### config.mk
export PLATFORM = sky130hd
export DESIGN_NAME = rotary_slew_rate_controller_core_flat
export DESIGN_NICKNAME = d
export VERILOG_FILES = /design/src/design/rsrc_pkg.sv /design/src/design/rsrc_if.sv /design/src/design/rotary_slew_rate_controller_core.sv /design/src/design/rsrc_seq.sv /design/src/design/rsrc_dp.sv /design/src/flat_wrapper.sv
export SDC_FILE = /design/constraint.sdc
export NUM_CORES = 1
export LEC_CHECK = 0
export ABC_AREA = 1
export BUFFER_PORTS_ARGS = -buffer_cell sky130_fd_sc_hd__buf_2
export CORE_MARGIN = 8
export CORE_UTILIZATION = 40
export CTS_CLUSTER_SIZE = 30
export DETAILED_ROUTE_END_ITERATION = 10
export SKIP_CTS_REPAIR_TIMING = 1
export SLEW_MARGIN = 30
export SYNTH_ARGS = -nofsm -noshare
export SYNTH_HDL_FRONTEND = slang
export SYNTH_SLANG_ARGS = --single-unit
### constraint.sdc
create_clock -name clock -period 11.6 [get_ports clock]
set_input_delay 2.9 -clock clock [delete_from_list [all_inputs] [get_ports clock]]
set_output_delay 2.9 -clock clock [all_outputs]
set_load 0.02 [all_outputs]
### src/design/rsrc_pkg.sv
// shared constants, types and microcode table for the rotary slew rate controller
// no dependencies
`default_nettype none

package rsrc_pkg;

   localparam int FRACTION   = 1024;
   localparam int FRAC_BITS  = $clog2(FRACTION);
   localparam int MAX_FRAMES = 360;
   localparam int MIN_FRAMES = 8;

   localparam int FRM_W      = 9;
   localparam int POS_W      = FRM_W + FRAC_BITS;
   localparam int SPD_W      = 14;
   localparam int RATE_W     = 13;
   localparam int TURN_W     = 2;
   localparam int CSR_IDX_W  = 2;
   localparam int CSR_DATA_W = RATE_W;
   localparam int PC_W       = 3;

   localparam logic [TURN_W-1:0] TURN_NONE  = 2'd0;
   localparam logic [TURN_W-1:0] TURN_RIGHT = 2'd1;
   localparam logic [TURN_W-1:0] TURN_LEFT  = 2'd2;

   localparam logic [CSR_IDX_W-1:0] CSR_FRAME_COUNT = 2'd0;
   localparam logic [CSR_IDX_W-1:0] CSR_MAX_RATE    = 2'd1;
   localparam logic [CSR_IDX_W-1:0] CSR_ACCEL       = 2'd2;
   localparam logic [CSR_IDX_W-1:0] CSR_BRAKE       = 2'd3;

   localparam logic [FRM_W-1:0]  FRAME_COUNT_RST = 9'd40;
   localparam logic [RATE_W-1:0] MAX_RATE_RST    = 13'd1024;
   localparam logic [RATE_W-1:0] ACCEL_RST       = 13'd256;
   localparam logic [RATE_W-1:0] BRAKE_RST       = 13'd256;

   localparam logic [PC_W-1:0] PC_WAIT   = 3'd0;
   localparam logic [PC_W-1:0] PC_MOD    = 3'd1;
   localparam logic [PC_W-1:0] PC_SEL    = 3'd2;
   localparam logic [PC_W-1:0] PC_COAST  = 3'd3;
   localparam logic [PC_W-1:0] PC_SEEK   = 3'd4;
   localparam logic [PC_W-1:0] PC_UPDATE = 3'd5;
   localparam logic [PC_W-1:0] PC_EMIT   = 3'd6;

   typedef enum logic [2:0] {
      OP_NOP,
      OP_WAIT,
      OP_MOD,
      OP_SEL,
      OP_COAST,
      OP_SEEK,
      OP_UPDATE,
      OP_EMIT
   } op_type;

   typedef enum logic [1:0] {
      BR_NEXT,
      BR_WAIT,
      BR_SKIP,
      BR_GOTO
   } br_type;

   typedef struct packed {
      op_type          op;
      br_type          br;
      logic [PC_W-1:0] tgt;
   } uword_type;

   typedef struct packed {
      logic [FRM_W-1:0]  frame_count;
      logic [RATE_W-1:0] max_rate;
      logic [RATE_W-1:0] accel;
      logic [RATE_W-1:0] brake;
   } cfg_type;

   function automatic uword_type ucode_rom(input logic [PC_W-1:0] addr);
      uword_type w;
      case (addr)
         PC_WAIT:   w = '{op: OP_WAIT,   br: BR_WAIT, tgt: PC_MOD};
         PC_MOD:    w = '{op: OP_MOD,    br: BR_WAIT, tgt: PC_SEL};
         PC_SEL:    w = '{op: OP_SEL,    br: BR_SKIP, tgt: PC_UPDATE};
         PC_COAST:  w = '{op: OP_COAST,  br: BR_WAIT, tgt: PC_SEEK};
         PC_SEEK:   w = '{op: OP_SEEK,   br: BR_NEXT, tgt: PC_UPDATE};
         PC_UPDATE: w = '{op: OP_UPDATE, br: BR_NEXT, tgt: PC_EMIT};
         PC_EMIT:   w = '{op: OP_EMIT,   br: BR_WAIT, tgt: PC_WAIT};
         default:   w = '{op: OP_NOP,    br: BR_GOTO, tgt: PC_WAIT};
      endcase
      return w;
   endfunction

endpackage

`default_nettype wire

### src/design/rsrc_if.sv
// valid/ready channel interfaces: tick request, tick response, register write
// depends on rsrc_pkg
`default_nettype none

interface rsrc_req_if;
   logic                             valid;
   logic                             ready;
   logic                             opcode;
   logic [rsrc_pkg::TURN_W-1:0]      maneuver;
   logic [rsrc_pkg::FRM_W-1:0]       target_frame;

   modport source (output valid, opcode, maneuver, target_frame, input ready);
   modport sink   (input valid, opcode, maneuver, target_frame, output ready);
endinterface

interface rsrc_rsp_if;
   logic                             valid;
   logic                             ready;
   logic [rsrc_pkg::POS_W-1:0]       position;
   logic signed [rsrc_pkg::SPD_W-1:0] speed;
   logic [rsrc_pkg::FRM_W-1:0]       frame_index;
   logic [rsrc_pkg::TURN_W-1:0]      applied_turn;
   logic [rsrc_pkg::TURN_W-1:0]      last_effect;

   modport source (output valid, position, speed, frame_index, applied_turn, last_effect,
                   input ready);
   modport sink   (input valid, position, speed, frame_index, applied_turn, last_effect,
                   output ready);
endinterface

interface rsrc_csr_if;
   logic                             valid;
   logic                             ready;
   logic [rsrc_pkg::CSR_IDX_W-1:0]   index;
   logic [rsrc_pkg::CSR_DATA_W-1:0]  data;

   modport source (output valid, index, data, input ready);
   modport sink   (input valid, index, data, output ready);
endinterface

`default_nettype wire

### src/design/rotary_slew_rate_controller_core.sv
// tick steps: k frame wraps after frame_count is lowered (0 otherwise), then for a seek tick
//   m coasting steps, about |speed| / brake, one per cycle through the coast adder,
//   before the speed update and the response
// throughput: one transaction at a time, next request taken in the cycle after the response
//   is loaded into the output register; register writes taken every cycle
// reset: registers to defaults, heading at centre of frame zero, speed zero, no response
`default_nettype none

module rotary_slew_rate_controller_core (
   input  wire logic   clock,
   input  wire logic   reset,
   rsrc_req_if.sink    req_ch,
   rsrc_rsp_if.source  rsp_ch,
   rsrc_csr_if.sink    csr_ch
);

   rsrc_pkg::cfg_type cfg_ff, cfg_in;
   rsrc_pkg::op_type  op;
   logic              flag;

   assign csr_ch.ready = 1'b1;

   always_comb begin
      cfg_in = cfg_ff;
      if (csr_ch.valid) begin
         case (csr_ch.index)
            rsrc_pkg::CSR_FRAME_COUNT: cfg_in.frame_count = csr_ch.data[rsrc_pkg::FRM_W-1:0];
            rsrc_pkg::CSR_MAX_RATE:    cfg_in.max_rate    = csr_ch.data;
            rsrc_pkg::CSR_ACCEL:       cfg_in.accel       = csr_ch.data;
            rsrc_pkg::CSR_BRAKE:       cfg_in.brake       = csr_ch.data;
            default: ;
         endcase
      end
   end

   always_ff @(posedge clock) begin
      if (reset) begin
         cfg_ff.frame_count <= rsrc_pkg::FRAME_COUNT_RST;
         cfg_ff.max_rate    <= rsrc_pkg::MAX_RATE_RST;
         cfg_ff.accel       <= rsrc_pkg::ACCEL_RST;
         cfg_ff.brake       <= rsrc_pkg::BRAKE_RST;
      end else begin
         cfg_ff <= cfg_in;
      end
   end

   rsrc_seq u_seq (
      .clock (clock),
      .reset (reset),
      .flag  (flag),
      .op    (op)
   );

   rsrc_dp u_dp (
      .clock  (clock),
      .reset  (reset),
      .op     (op),
      .cfg    (cfg_ff),
      .flag   (flag),
      .req_ch (req_ch),
      .rsp_ch (rsp_ch)
   );

endmodule

`default_nettype wire

### src/design/rsrc_seq.sv
// microcode sequencer: step counter over the control table in rsrc_pkg
// depends on rsrc_pkg
`default_nettype none

module rsrc_seq (
   input  wire logic             clock,
   input  wire logic             reset,
   input  wire logic             flag,
   output rsrc_pkg::op_type      op
);

   logic [rsrc_pkg::PC_W-1:0] pc_ff;
   logic [rsrc_pkg::PC_W-1:0] pc_in;
   rsrc_pkg::uword_type       word;

   assign word = rsrc_pkg::ucode_rom(pc_ff);
   assign op   = word.op;

   always_comb begin
      case (word.br)
         rsrc_pkg::BR_NEXT: pc_in = pc_ff + rsrc_pkg::PC_W'(1);
         rsrc_pkg::BR_WAIT: pc_in = flag ? word.tgt : pc_ff;
         rsrc_pkg::BR_SKIP: pc_in = flag ? word.tgt : pc_ff + rsrc_pkg::PC_W'(1);
         rsrc_pkg::BR_GOTO: pc_in = word.tgt;
         default:           pc_in = rsrc_pkg::PC_WAIT;
      endcase
   end

   always_ff @(posedge clock) begin
      if (reset) begin
         pc_ff <= rsrc_pkg::PC_WAIT;
      end else begin
         pc_ff <= pc_in;
      end
   end

endmodule

`default_nettype wire

### src/design/rsrc_dp.sv
// datapath: heading state, wrap reduction, coasting prediction, seek choice, speed update
// depends on rsrc_pkg and rsrc_if; driven one operation per cycle by rsrc_seq
`default_nettype none

module rsrc_dp (
   input  wire logic            clock,
   input  wire logic            reset,
   input  wire rsrc_pkg::op_type  op,
   input  wire rsrc_pkg::cfg_type cfg,
   output logic                 flag,
   rsrc_req_if.sink             req_ch,
   rsrc_rsp_if.source           rsp_ch
);

   localparam int POS_W  = rsrc_pkg::POS_W;
   localparam int SPD_W  = rsrc_pkg::SPD_W;
   localparam int FRM_W  = rsrc_pkg::FRM_W;
   localparam int FB     = rsrc_pkg::FRAC_BITS;
   localparam int TW     = rsrc_pkg::TURN_W;
   localparam int SUM_W  = POS_W + 2;
   localparam int ARW    = SPD_W + 2;

   function automatic logic [POS_W-1:0] wrap_pos(input logic signed [SUM_W-1:0] sum,
                                                 input logic [POS_W-1:0] span);
      logic signed [SUM_W-1:0] s_ext;
      logic signed [SUM_W-1:0] r;
      s_ext = signed'({2'b00, span});
      if (sum < 0) r = sum + s_ext;
      else if (sum >= s_ext) r = sum - s_ext;
      else r = sum;
      return r[POS_W-1:0];
   endfunction

   // heading state
   logic [POS_W-1:0]        pos_ff, pos_in;
   logic signed [SPD_W-1:0] spd_ff, spd_in;
   logic [TW-1:0]           eff_ff, eff_in;
   // work registers
   logic [FRM_W-1:0]        frm_ff, frm_in;
   logic [POS_W-1:0]        cp_ff, cp_in;
   logic signed [SPD_W-1:0] cs_ff, cs_in;
   logic [TW-1:0]           turn_ff, turn_in;
   logic                    opc_ff, opc_in;
   logic [TW-1:0]           man_ff, man_in;
   logic [FRM_W-1:0]        tgt_ff, tgt_in;
   // response register
   logic                    rsp_valid_ff, rsp_valid_in;
   logic [POS_W-1:0]        out_pos_ff, out_pos_in;
   logic signed [SPD_W-1:0] out_spd_ff, out_spd_in;
   logic [TW-1:0]           out_turn_ff, out_turn_in;
   logic [TW-1:0]           out_eff_ff, out_eff_in;

   logic [FRM_W-1:0]         frames;
   logic [POS_W-1:0]         span;
   logic [rsrc_pkg::RATE_W-1:0] brk;
   logic                     frm_ge;
   logic                     slot_free;

   logic                     cs_neg;
   logic [SPD_W-1:0]         cs_mag;
   logic                     coast_run;
   logic signed [SPD_W-1:0]  cs_next;
   logic [POS_W-1:0]         cp_wrap;

   logic [FRM_W-1:0]         cur, want, half, diff_up, diff_dn;
   logic [TW-1:0]            seek_turn, man_turn;

   logic signed [ARW-1:0]    s, n, mr, ac, br;
   logic [TW-1:0]            upd_eff;
   logic                     snap;
   logic [POS_W-1:0]         base;
   logic [POS_W-1:0]         upd_pos;

   always_comb begin
      if (cfg.frame_count < FRM_W'(rsrc_pkg::MIN_FRAMES)) frames = FRM_W'(rsrc_pkg::MIN_FRAMES);
      else if (cfg.frame_count > FRM_W'(rsrc_pkg::MAX_FRAMES))
         frames = FRM_W'(rsrc_pkg::MAX_FRAMES);
      else frames = cfg.frame_count;
   end

   assign span      = {frames, {FB{1'b0}}};
   assign brk       = (cfg.brake == '0) ? rsrc_pkg::RATE_W'(1) : cfg.brake;
   assign frm_ge    = frm_ff >= frames;
   assign slot_free = !rsp_valid_ff || rsp_ch.ready;

   // coasting prediction step
   assign cs_neg    = cs_ff[SPD_W-1];
   assign cs_mag    = cs_neg ? SPD_W'(-cs_ff) : SPD_W'(cs_ff);
   assign coast_run = cs_mag > {1'b0, brk};
   assign cs_next   = cs_neg ? cs_ff + signed'({1'b0, brk}) : cs_ff - signed'({1'b0, brk});
   assign cp_wrap   = wrap_pos(signed'({2'b00, cp_ff}) + SUM_W'(cs_next), span);

   // shorter turn toward the target frame
   assign cur     = cp_ff[POS_W-1:FB];
   assign want    = (tgt_ff >= frames) ? frames - FRM_W'(1) : tgt_ff;
   assign half    = frames >> 1;
   assign diff_up = want - cur;
   assign diff_dn = cur - want;

   always_comb begin
      if (cur == want) seek_turn = rsrc_pkg::TURN_NONE;
      else if (want > cur)
         seek_turn = (diff_up <= half) ? rsrc_pkg::TURN_RIGHT : rsrc_pkg::TURN_LEFT;
      else
         seek_turn = (diff_dn <= half) ? rsrc_pkg::TURN_LEFT : rsrc_pkg::TURN_RIGHT;
   end

   always_comb begin
      case (man_ff)
         rsrc_pkg::TURN_RIGHT: man_turn = rsrc_pkg::TURN_RIGHT;
         rsrc_pkg::TURN_LEFT:  man_turn = rsrc_pkg::TURN_LEFT;
         default:              man_turn = rsrc_pkg::TURN_NONE;
      endcase
   end

   // speed update
   assign s  = ARW'(spd_ff);
   assign mr = signed'({3'b000, cfg.max_rate});
   assign ac = signed'({3'b000, cfg.accel});
   assign br = signed'({3'b000, cfg.brake});

   always_comb begin
      n       = s;
      upd_eff = rsrc_pkg::TURN_NONE;
      snap    = 1'b0;
      case (turn_ff)
         rsrc_pkg::TURN_NONE: begin
            if (s != 0) begin
               if (s > 0) begin
                  n = s - br;
                  if (n < 0) n = '0;
                  upd_eff = rsrc_pkg::TURN_LEFT;
               end else begin
                  n = s + br;
                  if (n > 0) n = '0;
                  upd_eff = rsrc_pkg::TURN_RIGHT;
               end
               snap = (n == 0);
            end
         end
         rsrc_pkg::TURN_RIGHT: begin
            if (s < mr) begin
               n = s + ((s < 0) ? br : ac);
               if (n > mr) n = mr;
               upd_eff = rsrc_pkg::TURN_RIGHT;
            end
         end
         rsrc_pkg::TURN_LEFT: begin
            if (s > -mr) begin
               n = s - ((s > 0) ? br : ac);
               if (n < -mr) n = -mr;
               upd_eff = rsrc_pkg::TURN_LEFT;
            end
         end
         default: ;
      endcase
   end

   assign base    = snap ? {pos_ff[POS_W-1:FB], FB'(rsrc_pkg::FRACTION / 2)} : pos_ff;
   assign upd_pos = (n != 0) ? wrap_pos(signed'({2'b00, base}) + SUM_W'(n), span) : base;

   // status back to the sequencer
   always_comb begin
      case (op)
         rsrc_pkg::OP_WAIT:  flag = req_ch.valid;
         rsrc_pkg::OP_MOD:   flag = !frm_ge;
         rsrc_pkg::OP_SEL:   flag = !opc_ff;
         rsrc_pkg::OP_COAST: flag = !coast_run;
         rsrc_pkg::OP_EMIT:  flag = slot_free;
         default:            flag = 1'b0;
      endcase
   end

   always_comb begin
      pos_in      = pos_ff;
      spd_in      = spd_ff;
      eff_in      = eff_ff;
      frm_in      = frm_ff;
      cp_in       = cp_ff;
      cs_in       = cs_ff;
      turn_in     = turn_ff;
      opc_in      = opc_ff;
      man_in      = man_ff;
      tgt_in      = tgt_ff;
      out_pos_in  = out_pos_ff;
      out_spd_in  = out_spd_ff;
      out_turn_in = out_turn_ff;
      out_eff_in  = out_eff_ff;
      case (op)
         rsrc_pkg::OP_WAIT: begin
            if (req_ch.valid) begin
               opc_in = req_ch.opcode;
               man_in = req_ch.maneuver;
               tgt_in = req_ch.target_frame;
               frm_in = pos_ff[POS_W-1:FB];
            end
         end
         rsrc_pkg::OP_MOD: begin
            if (frm_ge) begin
               frm_in = frm_ff - frames;
            end else begin
               pos_in = {frm_ff, pos_ff[FB-1:0]};
               cp_in  = {frm_ff, pos_ff[FB-1:0]};
               cs_in  = spd_ff;
            end
         end
         rsrc_pkg::OP_SEL: turn_in = man_turn;
         rsrc_pkg::OP_COAST: begin
            if (coast_run) begin
               cs_in = cs_next;
               cp_in = cp_wrap;
            end
         end
         rsrc_pkg::OP_SEEK: turn_in = seek_turn;
         rsrc_pkg::OP_UPDATE: begin
            pos_in = upd_pos;
            spd_in = SPD_W'(n);
            eff_in = upd_eff;
         end
         rsrc_pkg::OP_EMIT: begin
            if (slot_free) begin
               out_pos_in  = pos_ff;
               out_spd_in  = spd_ff;
               out_turn_in = turn_ff;
               out_eff_in  = eff_ff;
            end
         end
         default: ;
      endcase
   end

   assign rsp_valid_in = (op == rsrc_pkg::OP_EMIT && slot_free) ||
                         (rsp_valid_ff && !rsp_ch.ready);

   always_ff @(posedge clock) begin
      if (reset) begin
         pos_ff       <= POS_W'(rsrc_pkg::FRACTION / 2);
         spd_ff       <= '0;
         eff_ff       <= rsrc_pkg::TURN_NONE;
         rsp_valid_ff <= 1'b0;
      end else begin
         pos_ff       <= pos_in;
         spd_ff       <= spd_in;
         eff_ff       <= eff_in;
         rsp_valid_ff <= rsp_valid_in;
      end
   end

   always_ff @(posedge clock) begin
      frm_ff      <= frm_in;
      cp_ff       <= cp_in;
      cs_ff       <= cs_in;
      turn_ff     <= turn_in;
      opc_ff      <= opc_in;
      man_ff      <= man_in;
      tgt_ff      <= tgt_in;
      out_pos_ff  <= out_pos_in;
      out_spd_ff  <= out_spd_in;
      out_turn_ff <= out_turn_in;
      out_eff_ff  <= out_eff_in;
   end

   assign req_ch.ready        = (op == rsrc_pkg::OP_WAIT);
   assign rsp_ch.valid        = rsp_valid_ff;
   assign rsp_ch.position     = out_pos_ff;
   assign rsp_ch.speed        = out_spd_ff;
   assign rsp_ch.frame_index  = out_pos_ff[POS_W-1:FB];
   assign rsp_ch.applied_turn = out_turn_ff;
   assign rsp_ch.last_effect  = out_eff_ff;

endmodule

`default_nettype wire

### src/flat_wrapper.sv
// flat-port wrapper written by rule: the top's interface ports become plain ports
module rotary_slew_rate_controller_core_flat 
  (clock, reset, req_ch_valid, req_ch_opcode, req_ch_maneuver, req_ch_target_frame, req_ch_ready, rsp_ch_valid, rsp_ch_position, rsp_ch_speed, rsp_ch_frame_index, rsp_ch_applied_turn, rsp_ch_last_effect, rsp_ch_ready, csr_ch_valid, csr_ch_index, csr_ch_data, csr_ch_ready);
  rsrc_req_if req_ch_i ();
  rsrc_rsp_if rsp_ch_i ();
  rsrc_csr_if csr_ch_i ();
  input  wire logic clock;
  input  wire logic reset;
  input wire logic [$bits(req_ch_i.valid)-1:0] req_ch_valid;
  input wire logic [$bits(req_ch_i.opcode)-1:0] req_ch_opcode;
  input wire logic [$bits(req_ch_i.maneuver)-1:0] req_ch_maneuver;
  input wire logic [$bits(req_ch_i.target_frame)-1:0] req_ch_target_frame;
  output wire logic [$bits(req_ch_i.ready)-1:0] req_ch_ready;
  output wire logic [$bits(rsp_ch_i.valid)-1:0] rsp_ch_valid;
  output wire logic [$bits(rsp_ch_i.position)-1:0] rsp_ch_position;
  output wire logic [$bits(rsp_ch_i.speed)-1:0] rsp_ch_speed;
  output wire logic [$bits(rsp_ch_i.frame_index)-1:0] rsp_ch_frame_index;
  output wire logic [$bits(rsp_ch_i.applied_turn)-1:0] rsp_ch_applied_turn;
  output wire logic [$bits(rsp_ch_i.last_effect)-1:0] rsp_ch_last_effect;
  input wire logic [$bits(rsp_ch_i.ready)-1:0] rsp_ch_ready;
  input wire logic [$bits(csr_ch_i.valid)-1:0] csr_ch_valid;
  input wire logic [$bits(csr_ch_i.index)-1:0] csr_ch_index;
  input wire logic [$bits(csr_ch_i.data)-1:0] csr_ch_data;
  output wire logic [$bits(csr_ch_i.ready)-1:0] csr_ch_ready;
  assign req_ch_i.valid = req_ch_valid;
  assign req_ch_i.opcode = req_ch_opcode;
  assign req_ch_i.maneuver = req_ch_maneuver;
  assign req_ch_i.target_frame = req_ch_target_frame;
  assign req_ch_ready = req_ch_i.ready;
  assign rsp_ch_valid = rsp_ch_i.valid;
  assign rsp_ch_position = rsp_ch_i.position;
  assign rsp_ch_speed = rsp_ch_i.speed;
  assign rsp_ch_frame_index = rsp_ch_i.frame_index;
  assign rsp_ch_applied_turn = rsp_ch_i.applied_turn;
  assign rsp_ch_last_effect = rsp_ch_i.last_effect;
  assign rsp_ch_i.ready = rsp_ch_ready;
  assign csr_ch_i.valid = csr_ch_valid;
  assign csr_ch_i.index = csr_ch_index;
  assign csr_ch_i.data = csr_ch_data;
  assign csr_ch_ready = csr_ch_i.ready;
  rotary_slew_rate_controller_core u_core (.clock(clock), .reset(reset), .req_ch(req_ch_i), .rsp_ch(rsp_ch_i), .csr_ch(csr_ch_i));
endmodule
==> results of run 1 <==
-- metal layers --
layer  track usage (%)  wire length (µm)  vias up
li1                  -                 -    10136
met1              32.0             33200     9702
met2              42.5             35800      732
met3              3.56              4490      155
met4              11.2              3260        0
met5                 0                 0        -
-- through the flow --
stage	std cells	hold slack, ns	instance area (µm²)
after floorplan	3039	0.403	20400
after global placement	3738	0.439	21500
after detailed placement	3738	0.435	21500
after CTS	3770	0.455	22100
after global routing	3770	0.464	22100
final	3770	0.450	22100
-- kinds of logic (layout without fill, tap and decap cells) --
| family | count (synthesis) | after routing | synth area share [%] |
|---|---|---|---|
| AND/OR/NAND/NOR | 1310 | 1310 | 28.0 |
| buffers and inverters | 530 | 581 | 10.3 |
| other | 1 | 1 | 0.0184 |
| AO/OA/AOI/OAI | 603 | 603 | 16.0 |
| XOR/XNOR | 135 | 135 | 5.79 |
| adder cells (fa/ha/maj) | 280 | 280 | 17.7 |
| flip-flops | 180 | 180 | 22.2 |
-- cell type report --
class | instances | area (µm²) | share of cell area, %
Clock buffer | 18 | 439 | 1.99
Clock inverter | 14 | 163 | 0.737
Inverter | 445 | 1670 | 7.58
Multi-Input combinational cell | 2329 | 13800 | 62.6
Sequential cell | 180 | 4530 | 20.6
Tap cell | 680 | 851 | 3.86
Timing Repair Buffer | 104 | 583 | 2.64
-- layout by cell type, fill, tap and decap left out, drive strengths merged, types with 10 or more instances in the layout --
master,instances
nor2,232
nand3,218
nand4,38
or2,13
clkbuf,18
xnor2,33
nand2,731
o31ai,10
inv,445
o21bai,16
edfxtp,93
clkinv,13
dfxtp,87
a21oi,267
ha,266
buf,104
o211ai,15
fa,14
nor3,43
o21ai,254
xor2,102
nor4,17
nand3b,15
-- final timing paths --
kind | to | slack [ns] | depth (start not counted)
worst max-delay path | u_core.u_dp.pos_ff[17] | 1.34 | 56
worst min-delay path | u_core.u_dp.rsp_ch.last_effect[0] | 0.45 | 0
worst max register to register | u_core.u_dp.pos_ff[17] | 1.34 | 56
worst min register to register | u_core.u_dp.rsp_ch.last_effect[0] | 0.45 | 0
-- worst reg2reg max path: cells and delay by family, from the launching register on --
kind	cells	cell delay, ns
xor gates and xnor gates	1	0.21
AOI/OAI and AO/OA	8	1.94
DFF	1	0.78
and+or+nand+nor	36	4.44
buffers and inverters	5	0.68
adders and majority gates	6	2.16
-- sequential cells by signal, summed over array words and instances (netlist names), 3 cells and up --
register	flops
u_core.u_seq.pc_ff	3
u_core.u_dp.spd_ff	14
u_core.u_dp.cp_ff	19
u_core.u_dp.frm_ff	9
u_core.u_dp.cs_ff	14
u_core.u_dp.pos_ff	19
u_core.u_dp.tgt_ff	9
u_core.cfg_ff	48
u_core.u_dp.rsp_ch.speed	14
u_core.u_dp.rsp_ch.position	19
==> flow_metrics.env, run 1 <==
export IMPL_status="complete, no violations"
export IMPL_critPathCaptureType="flip-flop"
export IMPL_cts_tree="built"
export IMPL_synth_yosys_seq_area_share_pct=22.2
export IMPL_synth_most_common_cell="nand2_1"
export IMPL_grt_max_degree=52
export IMPL_ys_top_cells_by_area="ha_1 16%, edfxtp_1 14%, nand2_1 13%"
export IMPL_tns_ns=0
export IMPL_track_usage_pct=25.3
export IMPL_via_per_inst=5.50
export IMPL_clkSinkCount=180
export IMPL_synth_edff_count=93
export IMPL_worst_slack_ns=1.34
export IMPL_numCtsBuffers=17
export IMPL_die_area_um2=58600
export IMPL_synth_top_cell_area_share_pct=16.3
export IMPL_worstSetupStartpointType="flip-flop"
export IMPL_hpwlAfterDp_um=61400
export IMPL_totalWireLength_um=76800
export IMPL_n_fill_cell=5466
export IMPL_max_stage_delay_ns=0.78
export IMPL_grt_overflow=0
export IMPL_insertedDiodeCount=0
export IMPL_fin_worst_skew_ns=0.0111
export IMPL_place_ws_ns=1.53
export IMPL_critPathTopFamily="simple AND/OR/NAND/NOR gates"
export IMPL_drt_pass1_iter_count=6
export IMPL_cp_slowest_cell="dfxtp_1"
export IMPL_cts_root_buf="clkbuf_16"
export IMPL_drv_slew=0
export IMPL_routabilityCongestion=0.983
export IMPL_crit_top_cell="nand2_1"
export IMPL_dr_total_vias=20725
export IMPL_dieHeight_um=242
export IMPL_critPathBufInv=5
export IMPL_synth_ff_latch_count=180
export IMPL_period_minus_slack_ns=10.26
export IMPL_rsz0062_at_grt="false"
export IMPL_die_w_um=242
export IMPL_syn_num_nets=3351
export IMPL_fin_nets=3389
export IMPL_hold_violations=0
export IMPL_reg2reg_from="u_core.u_dp.spd_ff[1]"
export IMPL_dr_first_iter_drc_count=1639
export IMPL_final_core_utilization_pct=43.3
export IMPL_io_pins=81
export IMPL_port_buffers=79
export IMPL_max_clock_freq_mhz=97.4
export IMPL_synth_area_per_cell_um2=6.72
export IMPL_setup_violations=0
export IMPL_critPathRequiredTime_ns=12.05
export IMPL_antenna_found_initial=0
export IMPL_cp_arrival_ns=10.71
export IMPL_cp_max_fo=28
export IMPL_clk_pin_slew_worst_paths_ns=0.08
export IMPL_area_growth_pct=7.97
export IMPL_htreeDepth=4
export IMPL_synth_top_area_cell="ha_1"
export IMPL_syn_inst=3039
export IMPL_drive_gt1_share_pct=7.25
export IMPL_syn_area_um2=20400
export IMPL_drcViolationCount=0
export IMPL_hold_class="flip-flop to flip-flop"
export IMPL_num_rows=83
export IMPL_async_flop_share_pct=0
export IMPL_grt_pass1_wl_um=116000
export IMPL_relSlewSlack_pct=35.1
export IMPL_synthTopCellsByCount="707 x nand2_1, 432 x inv_1, 266 x ha_1"
export IMPL_postRouteAntennaNets=0
export IMPL_core_area_um2=50900
export IMPL_critical_path_startpoint="u_core.u_dp.spd_ff[1]"
export IMPL_clockBufferDepth=2
export IMPL_clk_latency_ns=0.51
export IMPL_worstHoldStart="u_core.u_dp.eff_ff[0]"
export IMPL_synth_cell_type_count=62
export IMPL_ys_flop_type="edfxtp_1"
export IMPL_cap_violations=0
export IMPL_first_global_vias=19986
export IMPL_worst_pin_slew_ns=0.970
export IMPL_initial_core_util_pct=40.1
export IMPL_period_share_pct=88.5
export IMPL_wire_per_inst_um=20.4
export IMPL_worstSetupPathType="flip-flop to flip-flop"
export IMPL_yosysWarningCount=0
Power of run 1 is left out: the tool's default activity adds up to more than one toggle a clock period on the data nets, which glitch-free logic cannot reach.
==> run 2, diff against run 1 <==
--- a/config.mk
+++ b/config.mk
@@ -9,3 +9,2 @@
 export BUFFER_PORTS_ARGS = -buffer_cell sky130_fd_sc_hd__buf_2
-export CORE_MARGIN = 8
 export CORE_UTILIZATION = 40
--- a/constraint.sdc
+++ b/constraint.sdc
@@ -3,2 +3,2 @@
 set_output_delay 2.9 -clock clock [all_outputs]
-set_load 0.02 [all_outputs]
+set_load 0.005 [all_outputs]
==> run 2 against run 1 <==
  * Cell area about the same
  * Global-route usage rose by 3.7 points
  * Hold slack worse by 0.0053 ns
  * Critical path type unchanged
  * Largest cell class unchanged
==> flow_metrics.env, run 2 (synthesis gave the netlist of run 1 again) <==
export IMPL_max_clock_freq_mhz=96.6
export IMPL_grt_pass1_wl_um=115000
export IMPL_routabilityCongestion=0.968
export IMPL_area_growth_pct=7.97
export IMPL_cp_arrival_ns=10.78
export IMPL_period_minus_slack_ns=10.35
export IMPL_grt_max_degree=52
export IMPL_design_area_um2=22100
export IMPL_die_w_um=228
export IMPL_first_global_vias=19689
export IMPL_postRouteAntennaNets=0
export IMPL_wire_per_inst_um=20.2
export IMPL_numCtsBuffers=17
export IMPL_critPathRequiredTime_ns=12.03
export IMPL_cp_slowest_cell="dfxtp_1"
export IMPL_fin_worst_skew_ns=0.0192
export IMPL_clkSinkCount=180
export IMPL_cts_tree="built"
export IMPL_hold_class="flip-flop to flip-flop"
export IMPL_via_per_inst=5.51
export IMPL_grt_overflow=0
export IMPL_drcViolationCount=0
export IMPL_dr_first_iter_drc_count=1801
export IMPL_totalWireLength_um=75900
export IMPL_port_buffers=79
export IMPL_clk_latency_ns=0.50
export IMPL_final_cell_mix="707 x nand2_1, 431 x inv_1, 266 x ha_1"
export IMPL_crit_top_cell="nand2_1"
export IMPL_num_rows=82
export IMPL_rsz0062_at_grt="false"
export IMPL_io_pins=81
export IMPL_drv_slew=0
export IMPL_r2r_slack_ns=1.25
export IMPL_initial_core_util_pct=40.6
export IMPL_final_core_utilization_pct=43.9
export IMPL_drive_gt1_share_pct=7.25
export IMPL_period_share_pct=89.2
export IMPL_htreeDepth=4
export IMPL_track_usage_pct=29.0
export IMPL_antenna_found_initial=1
export IMPL_worstSetupStartpointType="flip-flop"
export IMPL_dr_total_vias=20722
export IMPL_placed_area_um2=21400
export IMPL_cap_violations=0
export IMPL_fin_nets=3388
export IMPL_relSlewSlack_pct=39.5
export IMPL_hpwlAfterDp_um=60700
export IMPL_tns_ns=0
export IMPL_cts_root_buf="clkbuf_16"
export IMPL_largest_reg_flops=48
export IMPL_clk_pin_slew_worst_paths_ns=0.08
export IMPL_core_area_um2=50300
export IMPL_mostFrequentLayoutCell="nand2_1"
export IMPL_critPathCaptureType="flip-flop"
export IMPL_whs_ns=0.445
export IMPL_worst_pin_slew_ns=0.899
export IMPL_clockBufferDepth=2
export IMPL_cp_max_fo=28
export IMPL_largest_register="u_core.cfg_ff"
export IMPL_worstSetupPathType="flip-flop to flip-flop"
export IMPL_drt_pass1_iter_count=5
export IMPL_hold_violations=0
export IMPL_die_area_um2=52000
export IMPL_max_stage_delay_ns=0.75
export IMPL_setup_violations=0
export IMPL_dieHeight_um=228
export IMPL_status="complete, no violations"
==> run 2: cell count changes in the layout (fill, tap and decap cells not counted), sizes merged <==
cell / change
bufinv: -1
clkbuf: +2
clkinv: -1
buf: -1
clkinvlp: +1
diode: +1
inv: -1
==> run 2: worst max-delay path: cells and delay by family, from the launching register on <==
kind | cells | cell delay [ns]
AO/OA/AOI/OAI | 10 | 2.80
adder cells (fa/ha/maj) | 5 | 1.45
buffers and inverters | 5 | 0.70
flip-flops | 1 | 0.75
AND/OR/NAND/NOR | 35 | 4.55
==> run 2: per-layer routing <==
metal	up-vias	wire, µm	GRT usage, %	part of all wire (%)
li1	10126	-	-	-
met1	9672	32700	37.7	43
met2	792	35300	48.0	47
met3	132	4870	3.90	6.4
met4	0	3020	12.6	4.0
met5	-	0	0	0
==> run 2: final timing paths <==
kind,from,to,cells past startpoint
setup / recovery,u_core.u_dp.spd_ff[2],u_core.u_dp.pos_ff[17],55
hold / removal,u_core.u_dp.eff_ff[1],u_core.u_dp.rsp_ch.last_effect[1],0
setup reg to reg,u_core.u_dp.spd_ff[2],u_core.u_dp.pos_ff[17],55
hold reg to reg,u_core.u_dp.eff_ff[1],u_core.u_dp.rsp_ch.last_effect[1],0
==> run 2: final cells by class <==
class                      instances  area [µm²]
antenna                            1        2.50
clock buffer                      20         489
clock inverter                    12         129
fill                            5281       28200
inverter                         445        1670
multi-input combinational       2329       13800
sequential                       180        4540
tap                              672         841
timing repair buffer             103         576
==> run 2: through the flow <==
stage / setup WS, ns / instances
finish: 1.25 / 3762
global route: 0.230 / 3761
CTS: 1.17 / 3761
detailed placement: 1.24 / 3729
global placement: 1.46 / 3729
floorplan: 3.63 / 3039
Power of run 2 is left out for the same reason.
